--- src/pal_pkg.sv ---
`default_nettype none
// ----------------------------------------------------------------------------
// pal_pkg: shared types and constants of the positional array list
// Op and status codes, widths of the entry store, and the command beat that
// the controller hands to the row of entry cells.
// ----------------------------------------------------------------------------
package pal_pkg;

  localparam int DEPTH   = 64;
  localparam int IDX_W   = $clog2(DEPTH);
  localparam int CNT_W   = 7;
  localparam int DATA_W  = 32;
  localparam int OP_W    = 3;
  localparam int ST_W    = 2;

  typedef enum logic [OP_W-1:0] {
    OP_INS_POS = 3'd0,
    OP_REM_POS = 3'd1,
    OP_RD_POS  = 3'd2,
    OP_INS_END = 3'd3,
    OP_REM_END = 3'd4,
    OP_RD_END  = 3'd5
  } op_t;

  typedef enum logic [ST_W-1:0] {
    ST_OK    = 2'd0,
    ST_FULL  = 2'd1,
    ST_EMPTY = 2'd2,
    ST_RANGE = 2'd3
  } status_t;

  // Decoded command, broadcast along the cell row.
  typedef struct packed {
    logic              ins;
    logic              rem;
    logic              rd;
    logic [CNT_W-1:0]  pos;
    logic [DATA_W-1:0] value;
    status_t           status;
    logic [CNT_W-1:0]  count_next;
    logic              full_next;
  } pal_cmd_t;

endpackage
`default_nettype wire

--- src/pal_cell.sv ---
`default_nettype none
// ----------------------------------------------------------------------------
// pal_cell: one entry of the list
// Holds one element. On insert it takes its lower neighbour's element (above
// the insert point) or the new value (at it); on remove it takes its upper
// neighbour's element. It also drives its element onto the read bus when hit.
// ----------------------------------------------------------------------------
module pal_cell
  import pal_pkg::*;
(
  input  wire logic              clk,
  input  wire logic [IDX_W-1:0]  idx,
  input  wire pal_cmd_t          cmd,
  input  wire logic              cmd_en,
  input  wire logic [DATA_W-1:0] lower,
  input  wire logic [DATA_W-1:0] upper,
  output logic [DATA_W-1:0]      data,
  output logic [DATA_W-1:0]      rd_data
);

  logic [CNT_W-1:0] my_idx;
  logic             above;
  logic             at;

  assign my_idx  = {{(CNT_W-IDX_W){1'b0}}, idx};
  assign above   = my_idx > cmd.pos;
  assign at      = my_idx == cmd.pos;
  assign rd_data = (cmd.rd && at) ? data : '0;

  always_ff @(posedge clk) begin
    if (cmd_en && cmd.ins && above) begin
      data <= lower;
    end else if (cmd_en && cmd.ins && at) begin
      data <= cmd.value;
    end else if (cmd_en && cmd.rem && (above || at)) begin
      data <= upper;
    end
  end

endmodule
`default_nettype wire

--- config.mk ---
export PLATFORM = sky130hd
export DESIGN_NAME = pal_cell
export DESIGN_NICKNAME = d
export VERILOG_FILES = /design/src/pal_pkg.sv /design/src/pal_cell.sv
export SDC_FILE = /design/constraint.sdc
export NUM_CORES = 1
export LEC_CHECK = 0
export ABC_CLOCK_PERIOD_IN_PS = 1900
export BUFFER_PORTS_ARGS = -buffer_cell sky130_fd_sc_hd__buf_2
export CAP_MARGIN = 20
export CELL_PAD_IN_SITES_DETAIL_PLACEMENT = 0
export CELL_PAD_IN_SITES_GLOBAL_PLACEMENT = 1
export CORE_MARGIN = 3
export CORE_UTILIZATION = 26
export CTS_CLUSTER_SIZE = 40
export DETAILED_ROUTE_END_ITERATION = 16
export PLACE_DENSITY_LB_ADDON = 0.2
export RECOVER_POWER = 100
export SLEW_MARGIN = 20
export SYNTH_ARGS = -nofsm -noshare
export SYNTH_HDL_FRONTEND = slang
export SYNTH_SLANG_ARGS = --single-unit
--- constraint.sdc ---
create_clock -name clk -period 1.9 [get_ports clk]
set_input_delay 0.095 -clock clk [delete_from_list [all_inputs] [get_ports clk]]
set_output_delay 0.095 -clock clk [all_outputs]
set_load 0.005 [all_outputs]
# Yosys cells after proc, flatten, opt, wreduce, memory -nomap -nowiden
# Cells that the tools add are included.
[word_totals]
reg_bits = 32
inputBits = 124
output_inout_bits = 64
wordCells = 15
[classes]
magnitude_cmp = 1
eq_ne = 1
mux = 4
reduce_logical = 8
[op_table]
columns = ["operator", "n"]
rows = [
  ["$mux W32", 4],
  ["$eq A6 B7 Y1", 1],
  ["$gt A6 B7 Y1", 1],
  ["$logic_and A1 B1 Y1", 6],
  ["$reduce_bool A3 Y1", 1],
  ["$logic_or A1 B1 Y1", 1],
]

# Logic depth before layout (Yosys ltp)
[logic_depth]
depth_word = 6
mapped_depth = 7
ltp_nobuf = 6

# Worst setup path before layout
# Ideal clock, no wire load.
[synth_timing]
path_kind = "in2reg"
startpoint = "in cmd[47] (netlist name)"
endpoint = "reg data[10] (data pin)"
setup_time_ns = 0.260
arrival_ns = 1.633
required_time_ns = 1.640
path_slack_ns = 0.007
path_stages = 7
path_buffers = 1
cell_sequence = "inv_1 ha_1 nand4b_4 nor3_4 buf_6 mux2_2 mux2_4"
[synth_between]
elab_chain_len = 4
elab_cells_between_ends = 6
classes_between = "1 x order compare; 1 x eq/ne; 2 x mux; 2 x reduce/logical"
[synth_rtl]
columns = ["item", "line_no", "text"]
rows = [
  ["from (decl)", "pal_cell.sv:13", "input wire pal_cmd_t cmd,"],
  ["parallel branches: the longest is 3 deep, another holds $gt A6 B7 Y1", "-", ""],
  ["$mux W32 *", "pal_cell.sv:31", "if (cmd_en && cmd.ins && above) begin"],
  ["to (signal assigned)", "pal_cell.sv:32", "data <= lower;"],
  ["to (signal assigned)", "pal_cell.sv:34", "data <= cmd.value;"],
  ["to (signal assigned)", "pal_cell.sv:36", "data <= upper;"],
  ["to (decl)", "pal_cell.sv:17", "output logic [DATA_W-1:0] data,"],
]
# Mark *: on every way between the ends.
# A chain may end at the register's enable or synchronous reset.

# Final worst setup path
[layout_timing]
startpoint = "in cmd[47] (netlist name)"
endpoint = "reg data[8] (data pin)"
# The elaborated chain is that of the path after synthesis.

==> metrics <==
status finished clean; number of global-route vias before repair 1992; worst-path fanout max 22; clock sinks 32; fraction of layout instances using a drive strength above 1 66.5%; gate count after technology mapping 166; port bufs 177; fraction of the yosys area taken by sequential cells 41.0%; filler cell count 864; area grow syn2layout 45.9%; number of nets with antenna violations after routing 0; Data arrival, critical path 1.82 ns; cell type with the largest total area after synthesis sky130_fd_sc_hd__edfxtp_1; most used cells in the layout excluding fill and tap cells sky130_fd_sc_hd__buf_2, sky130_fd_sc_hd__mux2_2, sky130_fd_sc_hd__and2_1, sky130_fd_sc_hd__edfxtp_1, sky130_fd_sc_hd__mux2_4; residual DRC count 0; number of setup buffers added after CTS 0; class of the tightest hold or removal check input pin to register; cell at the root of the clock tree sky130_fd_sc_hd__clkbuf_8; number of pins with negative max-slew slack in the final report 0; clock slew seen by the registers of the worst setup and hold paths 0.06 ns; area of combinational cells with multiple inputs 1250 um^2; diodes inserted 0; power density over the cells 496 nW/um^2; Iteration-0 DRC Markers 16; CTS tree done; Core Region 8460 um^2; count of different cell masters after synthesis 23; critical hold path startpoint lower[25]; shortest period the worst path allows 1.80 ns; Finished Cell Area 3420 um^2; total power 1690 uW; post-detailed-route wirelength per cell 14.8 um; relative slew slack 69.6%; leading cell type in the layout, fill and taps excluded sky130_fd_sc_hd__buf_2; Total GRT Usage 12.6%; Post-Syn Nets 296; RSZ-0062 raised after global routing no; register bit count reported by yosys 32; max FFs per register 32; pin count of the biggest net entering global routing 33; htree depth 2; Lkg Pwr 0.00169 uW; Max Root-Sink Buffers 2; FF+latch area 961 um^2; # setup viols final 0; count of synthesis-stage warnings from yosys 0; final layout net count 481; Cell Area, Synth 2340 um^2; number of cells on the worst hold path 2; placer's final routability congestion estimate 0.695; top-area cell type share of the netlist area 41.0%; TritonCTS buffer count 5; cell area reported after detailed placement 3420 um^2; detailed-placement wirelength estimate 5590 um; number of antenna violations at the first check in global routing 0; Pre-antenna DRT Iters 4; number of gates resized after CTS 0; IO Pins 188; final wirelength 6770 um; number of standard-cell rows in the floorplan 33; Worst Hold Margin 0.106 ns; via count 1981; Via-to-Cell Ratio 4.33; final core utilization 40.4%; overall die width 101 um; number of buffers inserted by hold repair at cts 0; data required time of the critical path 1.93 ns; largest cells by area after synthesis sky130_fd_sc_hd__edfxtp_1, sky130_fd_sc_hd__mux2_4, sky130_fd_sc_hd__mux2_2; classification of the worst setup path input pin to register; Sum Neg Setup Slack 0 ns; height of the die 101 um; Die ar. 10200 um^2; Worst Setup End Kind register; Overflow after GRT 0; Max Freq 0.557 GHz; transition at the pin with the smallest max-transition slack 0.456 ns; total count of hold-check failures in the final report 0; initial core utilization 27.7%; VDD IR-drop max 0.223 mV; critical path startpoint category input pin; Top Registers data: 32 flops; portion of the clock cycle consumed by the worst path in the final layout 94.5%; register with the most flip-flops data; CP startpoint cmd[47]; global-route wire length before repair 9960 um; # Max-Cap Violations 0; post-synthesis area per instance 14.1 um^2
==> critical path: stages <==
cell and delay [ns]:
sky130_fd_sc_hd__buf_2 0.08, sky130_fd_sc_hd__inv_1 0.03, sky130_fd_sc_hd__ha_1 0.33, sky130_fd_sc_hd__nand4b_4 0.14, sky130_fd_sc_hd__nor3_4 0.21, sky130_fd_sc_hd__buf_6 0.27
sky130_fd_sc_hd__mux2_2 0.37, sky130_fd_sc_hd__mux2_1 0.28
==> power breakdown <==
group	switching, uW	internal [uW]	total, uW	leakage [uW]
registers	18.9	832	851	0.000292
clock network	232	255	487	0.0000399
logic	133	224	357	0.00136
==> worst paths after layout <==
check	to	slack [ns]
max	data[8]$_DFFE_PP_	0.10
min	data[25]$_DFFE_PP_	0.11
==> cells by family (layout without fill, tap and decap cells) <==
logic type                 after synthesis  count (layout)  share of synthesized area (%)
muxes                                   64              64                           35.6
DFF                                     32              32                           41.0
AOI/OAI and AO/OA                        7               7                           3.21
adders and majority gates                6               6                           3.21
and+or+nand+nor                         40              40                           11.7
buffers and inverters                   17             203                           5.29
==> metrics by stage <==
step                      setup slack (ns)  std cells
after global routing              0.000135        457
after detailed placement            -0.136        449
after CTS                            0.117        457
after floorplan                    0.00686        166
after global placement              -0.134        449
final                                0.104        457
==> synth_stat cells <==
| master | n |
|---|---|
| sky130_fd_sc_hd__mux2_2 | 34 |
| sky130_fd_sc_hd__and2_1 | 32 |
| sky130_fd_sc_hd__edfxtp_1 | 32 |
| sky130_fd_sc_hd__mux2_4 | 30 |
| sky130_fd_sc_hd__inv_1 | 8 |
| sky130_fd_sc_hd__ha_1 | 6 |
| sky130_fd_sc_hd__buf_6 | 3 |
| sky130_fd_sc_hd__buf_8 | 3 |
| sky130_fd_sc_hd__clkbuf_2 | 3 |
| sky130_fd_sc_hd__a21oi_1 | 2 |
| sky130_fd_sc_hd__a21oi_2 | 1 |
| sky130_fd_sc_hd__a31oi_1 | 1 |
| sky130_fd_sc_hd__nand2_1 | 1 |
| sky130_fd_sc_hd__nand2b_1 | 1 |
| sky130_fd_sc_hd__nand3_1 | 1 |
| sky130_fd_sc_hd__nand3b_1 | 1 |
| sky130_fd_sc_hd__nand4b_4 | 1 |
| sky130_fd_sc_hd__nor2_1 | 1 |
| sky130_fd_sc_hd__nor3_4 | 1 |
| sky130_fd_sc_hd__o2111ai_4 | 1 |
| sky130_fd_sc_hd__o221a_2 | 1 |
| sky130_fd_sc_hd__o22ai_2 | 1 |
| sky130_fd_sc_hd__or2_1 | 1 |
==> per-layer routing <==
layer	global-route usage (%)	wire length, um	vias to the layer above
met3	2.42	582	2
li1	-	-	975
met5	0	0	-
met4	3.68	47	0
met2	23.8	3640	94
met1	14.3	2500	910
==> cell type report <==
cell class	count	share of cell area, %
multi-input combinational	117	36.6
timing repair buffer	187	28.2
sequential	32	28.1
tap	105	3.85
clock buffer	7	2.23
inverter	8	0.879
clock inverter	1	0.110
No activity file was read; power rests on OpenSTA's default activity.
