`src/pal_pkg.sv`:
```
`default_nettype none
// ----------------------------------------------------------------------------
// pal_pkg: shared types and constants of the positional array list
// Op and status codes, widths of the entry store, and the command beat that
// the controller hands to the row of entry cells.
// ----------------------------------------------------------------------------
package pal_pkg;

  localparam int DEPTH   = 64;
  localparam int IDX_W   = $clog2(DEPTH);
  localparam int CNT_W   = 7;
  localparam int DATA_W  = 32;
  localparam int OP_W    = 3;
  localparam int ST_W    = 2;

  typedef enum logic [OP_W-1:0] {
    OP_INS_POS = 3'd0,
    OP_REM_POS = 3'd1,
    OP_RD_POS  = 3'd2,
    OP_INS_END = 3'd3,
    OP_REM_END = 3'd4,
    OP_RD_END  = 3'd5
  } op_t;

  typedef enum logic [ST_W-1:0] {
    ST_OK    = 2'd0,
    ST_FULL  = 2'd1,
    ST_EMPTY = 2'd2,
    ST_RANGE = 2'd3
  } status_t;

  // Decoded command, broadcast along the cell row.
  typedef struct packed {
    logic              ins;
    logic              rem;
    logic              rd;
    logic [CNT_W-1:0]  pos;
    logic [DATA_W-1:0] value;
    status_t           status;
    logic [CNT_W-1:0]  count_next;
    logic              full_next;
  } pal_cmd_t;

endpackage
`default_nettype wire

```
`src/pal_ctrl.sv`:
```
`default_nettype none
// ----------------------------------------------------------------------------
// pal_ctrl: list controller
// Holds the entry count and the capacity register, checks each operation
// against them and decodes it into a command for the cell row.
// ----------------------------------------------------------------------------
module pal_ctrl
  import pal_pkg::*;
(
  input  wire logic              clk,
  input  wire logic              rst,
  input  wire logic              accept,
  input  wire logic [OP_W-1:0]   op,
  input  wire logic [CNT_W-1:0]  position,
  input  wire logic [DATA_W-1:0] value,
  input  wire logic              capacity_we,
  input  wire logic [CNT_W-1:0]  capacity_wdata,
  output pal_cmd_t               cmd,
  output logic [CNT_W-1:0]       cnt
);

  logic [CNT_W-1:0] capacity;
  logic [CNT_W-1:0] lim;
  logic             full;
  logic             empty;
  logic [CNT_W-1:0] last;

  assign lim   = (capacity > CNT_W'(DEPTH)) ? CNT_W'(DEPTH) : capacity;
  assign full  = cnt >= lim;
  assign empty = cnt == '0;
  assign last  = cnt - CNT_W'(1);

  always_comb begin
    cmd        = '0;
    cmd.value  = value;
    cmd.pos    = position;
    cmd.status = ST_OK;
    case (op)
      OP_INS_POS, OP_INS_END: begin
        if (op == OP_INS_END) begin
          cmd.pos = cnt;
        end
        if (full) begin
          cmd.status = ST_FULL;
        end else if (cmd.pos > cnt) begin
          cmd.status = ST_RANGE;
        end else begin
          cmd.ins = 1'b1;
        end
      end
      OP_REM_POS, OP_REM_END, OP_RD_POS, OP_RD_END: begin
        if (op == OP_REM_END || op == OP_RD_END) begin
          cmd.pos = last;
        end
        if (empty) begin
          cmd.status = ST_EMPTY;
        end else if (cmd.pos >= cnt) begin
          cmd.status = ST_RANGE;
        end else if (op == OP_REM_POS || op == OP_REM_END) begin
          cmd.rem = 1'b1;
        end else begin
          cmd.rd = 1'b1;
        end
      end
      default: begin
      end
    endcase
    if (cmd.ins) begin
      cmd.count_next = cnt + CNT_W'(1);
    end else if (cmd.rem) begin
      cmd.count_next = last;
    end else begin
      cmd.count_next = cnt;
    end
    cmd.full_next = cmd.count_next == lim;
  end

  always_ff @(posedge clk) begin
    if (rst) begin
      capacity <= CNT_W'(DEPTH);
      cnt      <= '0;
    end else if (capacity_we) begin
      capacity <= capacity_wdata;
      cnt      <= '0;
    end else if (accept) begin
      cnt <= cmd.count_next;
    end
  end

endmodule
`default_nettype wire

```
`config.mk`:
```
export PLATFORM = sky130hd
export DESIGN_NAME = pal_ctrl
export DESIGN_NICKNAME = d
export VERILOG_FILES = /design/src/pal_pkg.sv /design/src/pal_ctrl.sv
export SDC_FILE = /design/constraint.sdc
export NUM_CORES = 1
export LEC_CHECK = 0
export ABC_CLOCK_PERIOD_IN_PS = 10500
export BUFFER_PORTS_ARGS = -buffer_cell sky130_fd_sc_hd__buf_2
export CORE_MARGIN = 4
export CORE_UTILIZATION = 52
export CTS_CLUSTER_SIZE = 14
export DETAILED_ROUTE_END_ITERATION = 7
export PLACE_DENSITY = 0.84
export SYNTH_ARGS = -nofsm -noshare
export SYNTH_HDL_FRONTEND = slang
export SYNTH_SLANG_ARGS = --single-unit
export TNS_END_PERCENT = 10
```
`constraint.sdc`:
```
create_clock -name clk -period 10.5 [get_ports clk]
set_input_delay 2.625 -clock clk [delete_from_list [all_inputs] [get_ports clk]]
set_output_delay 2.625 -clock clk [all_outputs]
set_load 0.05 [all_outputs]
```
Yosys cells after proc, flatten, opt, wreduce, memory -nomap -nowiden
Index checks and enable logic that the tools add are counted.
Cells by class
  eq/ne operators: 6
  reductions and logical operators: 7
  multiplexer cells: 21
  $lt $le $gt $ge: 4
  add/subtract/negate cells: 2
Operators with widths (number)
  $mux W7: 7
  $ge A7 B7 Y1: 2
  $mux W2: 7
  $pmux W7 S2: 1
  $add A7 B1 Y7 const B: 1
  $eq A7 B7 Y1: 1
  $gt A7 B7 Y1: 1
  $gt A7 B7 Y1 const B: 1
  $logic_not A7 Y1: 1
  $sub A7 B1 Y7 const B: 1
  $eq A3 B2 Y1 const B: 2
  $eq A3 B3 Y1 const B: 2
  $mux W1: 5
  $pmux W2 S2: 1
  $reduce_or A2 Y1: 2
  $reduce_or A4 Y1: 1
  $eq A3 B1 Y1 const B: 1
  $logic_not A3 Y1: 1
  $logic_or A1 B1 Y1: 2
Storage, ports and cells
  word-level logic and storage cells: 42
  bits of input ports: 53
  bits in registers: 14
  output and inout port bits: 59

Depth between registers and ports, before layout
  word-level depth: 11
  gate-level depth with buffers: 16
  mapped depth without buffers: 15

Least setup slack after synthesis
OpenSTA, ideal clock, no wires.
  path kind: input-to-output
  start: in op[2]
  end: out cmd[0] (netlist bit)
  data arrival time: 6.733 ns
  data required time: 7.875 ns
  stages on the path: 14
  setup slack: 1.142 ns
  path buffers: 3
  cells stage by stage: clkbuf_1 nand3b_1 clkbuf_1 o21ai_0 ha_1 and4_1 a21boi_0 o31a_1 clkbuf_8 nor3_1 a21oi_1 xnor2_1 nand4_1 a211oi_2
RTL lines
  from (decl): RTL line pal_ctrl.sv:13  | input wire logic [OP_W-1:0] op,
  to (decl): RTL line pal_ctrl.sv:18  | output pal_cmd_t cmd,

==> impl_metrics.toml <==
[grt]
track_usage_pct = 22.3
grt_pass1_vias = 2240
overflow = 0
grt_max_degree = 24
antenna_found_initial = 0
grt_pass1_wl_mm = 10.1

[floorplanning]
core_region_area_sq_mm = 0.00438
io_pins = 112
dieArea_sq_mm = 0.00570
start_util_pct = 54.1
rows = 24
die_height_um = 75.5
die_w_um = 75.5

[routing]
vias = 2448
drtPass1Iterations = 5
via_per_inst = 6.41
routed_wl_mm = 6.41
wl_per_cell_um = 16.8
ant_nets = 0
drt_iter0_markers = 187
drc_errors = 0

[critical_path]
end_kind = "output pin"
path_common_cell = "buf_2"
critPathTopFamily = "compound AO/OA/AOI/OAI gates"
r2r_setup_slack_ps = 6680
ff2ff_path_depth = 11
cp.depth = 14
crit_buf_inv = 3
r2r-end = "cnt[6]$_SDFFE_PP0P_"
worstReg2RegStart = "cnt[0]$_SDFFE_PP0P_"
start_kind = "primary input"
cpPeakStageDelay_ps = 490
crit_chain = "buf_2 -> nand3b_1 -> o21ai_0 -> ha_1 -> and4_1 -> a21boi_0 -> o31ai_2 -> a32oi_1 -> xnor2_1 -> inv_1 -> a221oi_1 -> nand4b_1 -> a211oi_2 -> buf_2"
crit_fanout = 19
crit_arrival_ps = 6480
critPathRequiredTime_ps = 7880
cpMaxStageDelayCell = "nand3b_1"
path_class = "in2out"

[finish]
drive_above_1_share_pct = 20.3
area_delta_synth_final_pct = -0.0529
nNetsFinal = 407
regArea_sq_um = 280
multiInputGateArea_sq_mm = 0.00168
layout_common_cells = "buf_2 (47), nand2_1 (32), nor2_1 (30), o21ai_0 (29)"
final_common_cell = "buf_2"
antenna_cells = 0
fillerInstances = 430

[timing]
finalSetupViolCount = 0
max_freq_mhz = 110
setup_slack_ps = 1390
rsz0062_at_grt = "false"
tns_ps = 0
slew_headroom_pct = 54.4
period_needed_ps = 9110
finalCritPeriodShare_pct = 86.7
fin_skew_ps = 1.91
finalHoldViolCount = 0
tightest_slew_ps = 683
drv_slew = 0

[worst_hold_path]
min_from = "capacity[5]$_SDFFE_PP0P_"
hold_end = "capacity[5]$_SDFFE_PP0P_"
hold-path-cell-count = 2
hp-class = "reg2reg"

[pwr]
power.total_mw = 0.194
peakVddDrop_v = 0.0000870
powerDensity_mw_per_mm2 = 81.7
leakagePower_nw = 1.03

[place]
portBuffers = 47
dpl.hpwl_mm = 5.06
dpl_worst_slack_ps = 1520
routabilityCongestion = 0.938

[clock_tree]
htree_levels = 1
cts_buffers = 3
cts_root_buffer = "clkbuf_8"
cts.repair.resized = 0
cts_sinks = 14
ctsLongestPathBuffers = 2
post_cts.repair.setup_buffers = 0
hold_buffers = 0
cts.clk_slew.worst_paths_ps = 60
cts_tree = "done"
insertion_delay_ps = 250

[synth]
syn_area_per_cell_sq_um = 7.25
synth_nets = 403
mappedNetlistArea_sq_mm = 0.00237
synth.distinct_cells = 63
yosys_most_used_dff = "dfxtp_1"
synthCells = 327
yosysWarnings = 0
async_reset_ff_share_pct = 0
synth-edff-count = 0
ys_ff_latch = 14
ys_seq_area_share_pct = 11.8

[job]
max_cap_violations = 0

[outcome]
outcome = "finished, final reports clean"
==> power by group <==
part | internal, mW | switching [mW]
Combinational | 0.0264 | 0.0564
Sequential | 0.0550 | 0.00215
Clock | 0.0333 | 0.0203
Total | 0.115 | 0.0788
==> cells in the mapped netlist (3+ instances only) <==
library cell	n	area [sq um]
nor3_1	8	40.0
o21ai_0	29	145
inv_1	11	41.3
nand2_1	32	120
mux2i_1	10	100
dfxtp_1	14	280
xnor2_1	15	131
ha_1	23	288
nand2b_1	7	43.8
nor2_1	30	113
buf_4	32	240
o211ai_1	3	22.5
clkbuf_8	4	55.1
nor2b_1	3	18.8
a211oi_1	3	22.5
o22ai_1	3	18.8
o32ai_1	3	26.3
nand4_1	8	50.1
clkbuf_1	8	30.0
a21oi_1	23	115
o31ai_1	3	22.5
nand3_1	5	25.0
==> tightest hold or removal path, stage by stage (launching register included) <==
cell	delay [ps]
dfxtp_1	330
mux2i_1	70
nor2_1	70
==> logic make-up after synthesis <==
logic type / share of synthesized area (%)
AOI/OAI and AO/OA: 24.6
xor gates and xnor gates: 5.91
adders and majority gates: 12.1
buffers and inverters: 17.3
DFF: 11.8
muxes: 4.22
and+or+nand+nor: 24.0
==> state kept, by name (all words and copies together) (netlist names) <==
name / flops
capacity: 7
cnt: 7
==> layout make-up <==
class | instances | area share [%]
Tap cell | 52 | 2.75
Clock buffer | 4 | 2.32
Multi-Input combinational cell | 251 | 70.9
Inverter | 14 | 2.22
Sequential cell | 14 | 11.8
Timing Repair Buffer | 47 | 9.93
==> metrics by stage <==
stage / std cells / util [%] / instance area (sq um) / hold WS [ps]
final: 382 / 54.0 / 2370 / 506
after global routing: 382 / 54.0 / 2370 / 533
after floorplan: 327 / - / 2370 / 461
after global placement: 378 / 52.8 / 2310 / 479
after CTS: 382 / 54.0 / 2370 / 504
after detailed placement: 378 / 52.8 / 2310 / 486
==> metal layers <==
metal	track usage, %	share of wire [%]	up-vias
li1	-	-	1154
met4	8.93	3.3	0
met2	37.7	46	138
met5	0	0	-
met1	28.9	42	1126
met3	2.51	8.9	30
==> how the worst max path moves through the flow <==
stage                from      to  slack [ps]
finish              op[1]  cmd[0]        1390
global route        op[1]  cmd[0]        1090
CTS                 op[1]  cmd[0]        1490
detailed placement  op[1]  cmd[0]        1520
global placement    op[1]  cmd[0]        1580
floorplan           op[2]  cmd[0]        1140
No activity file was read; power rests on OpenSTA's default activity.
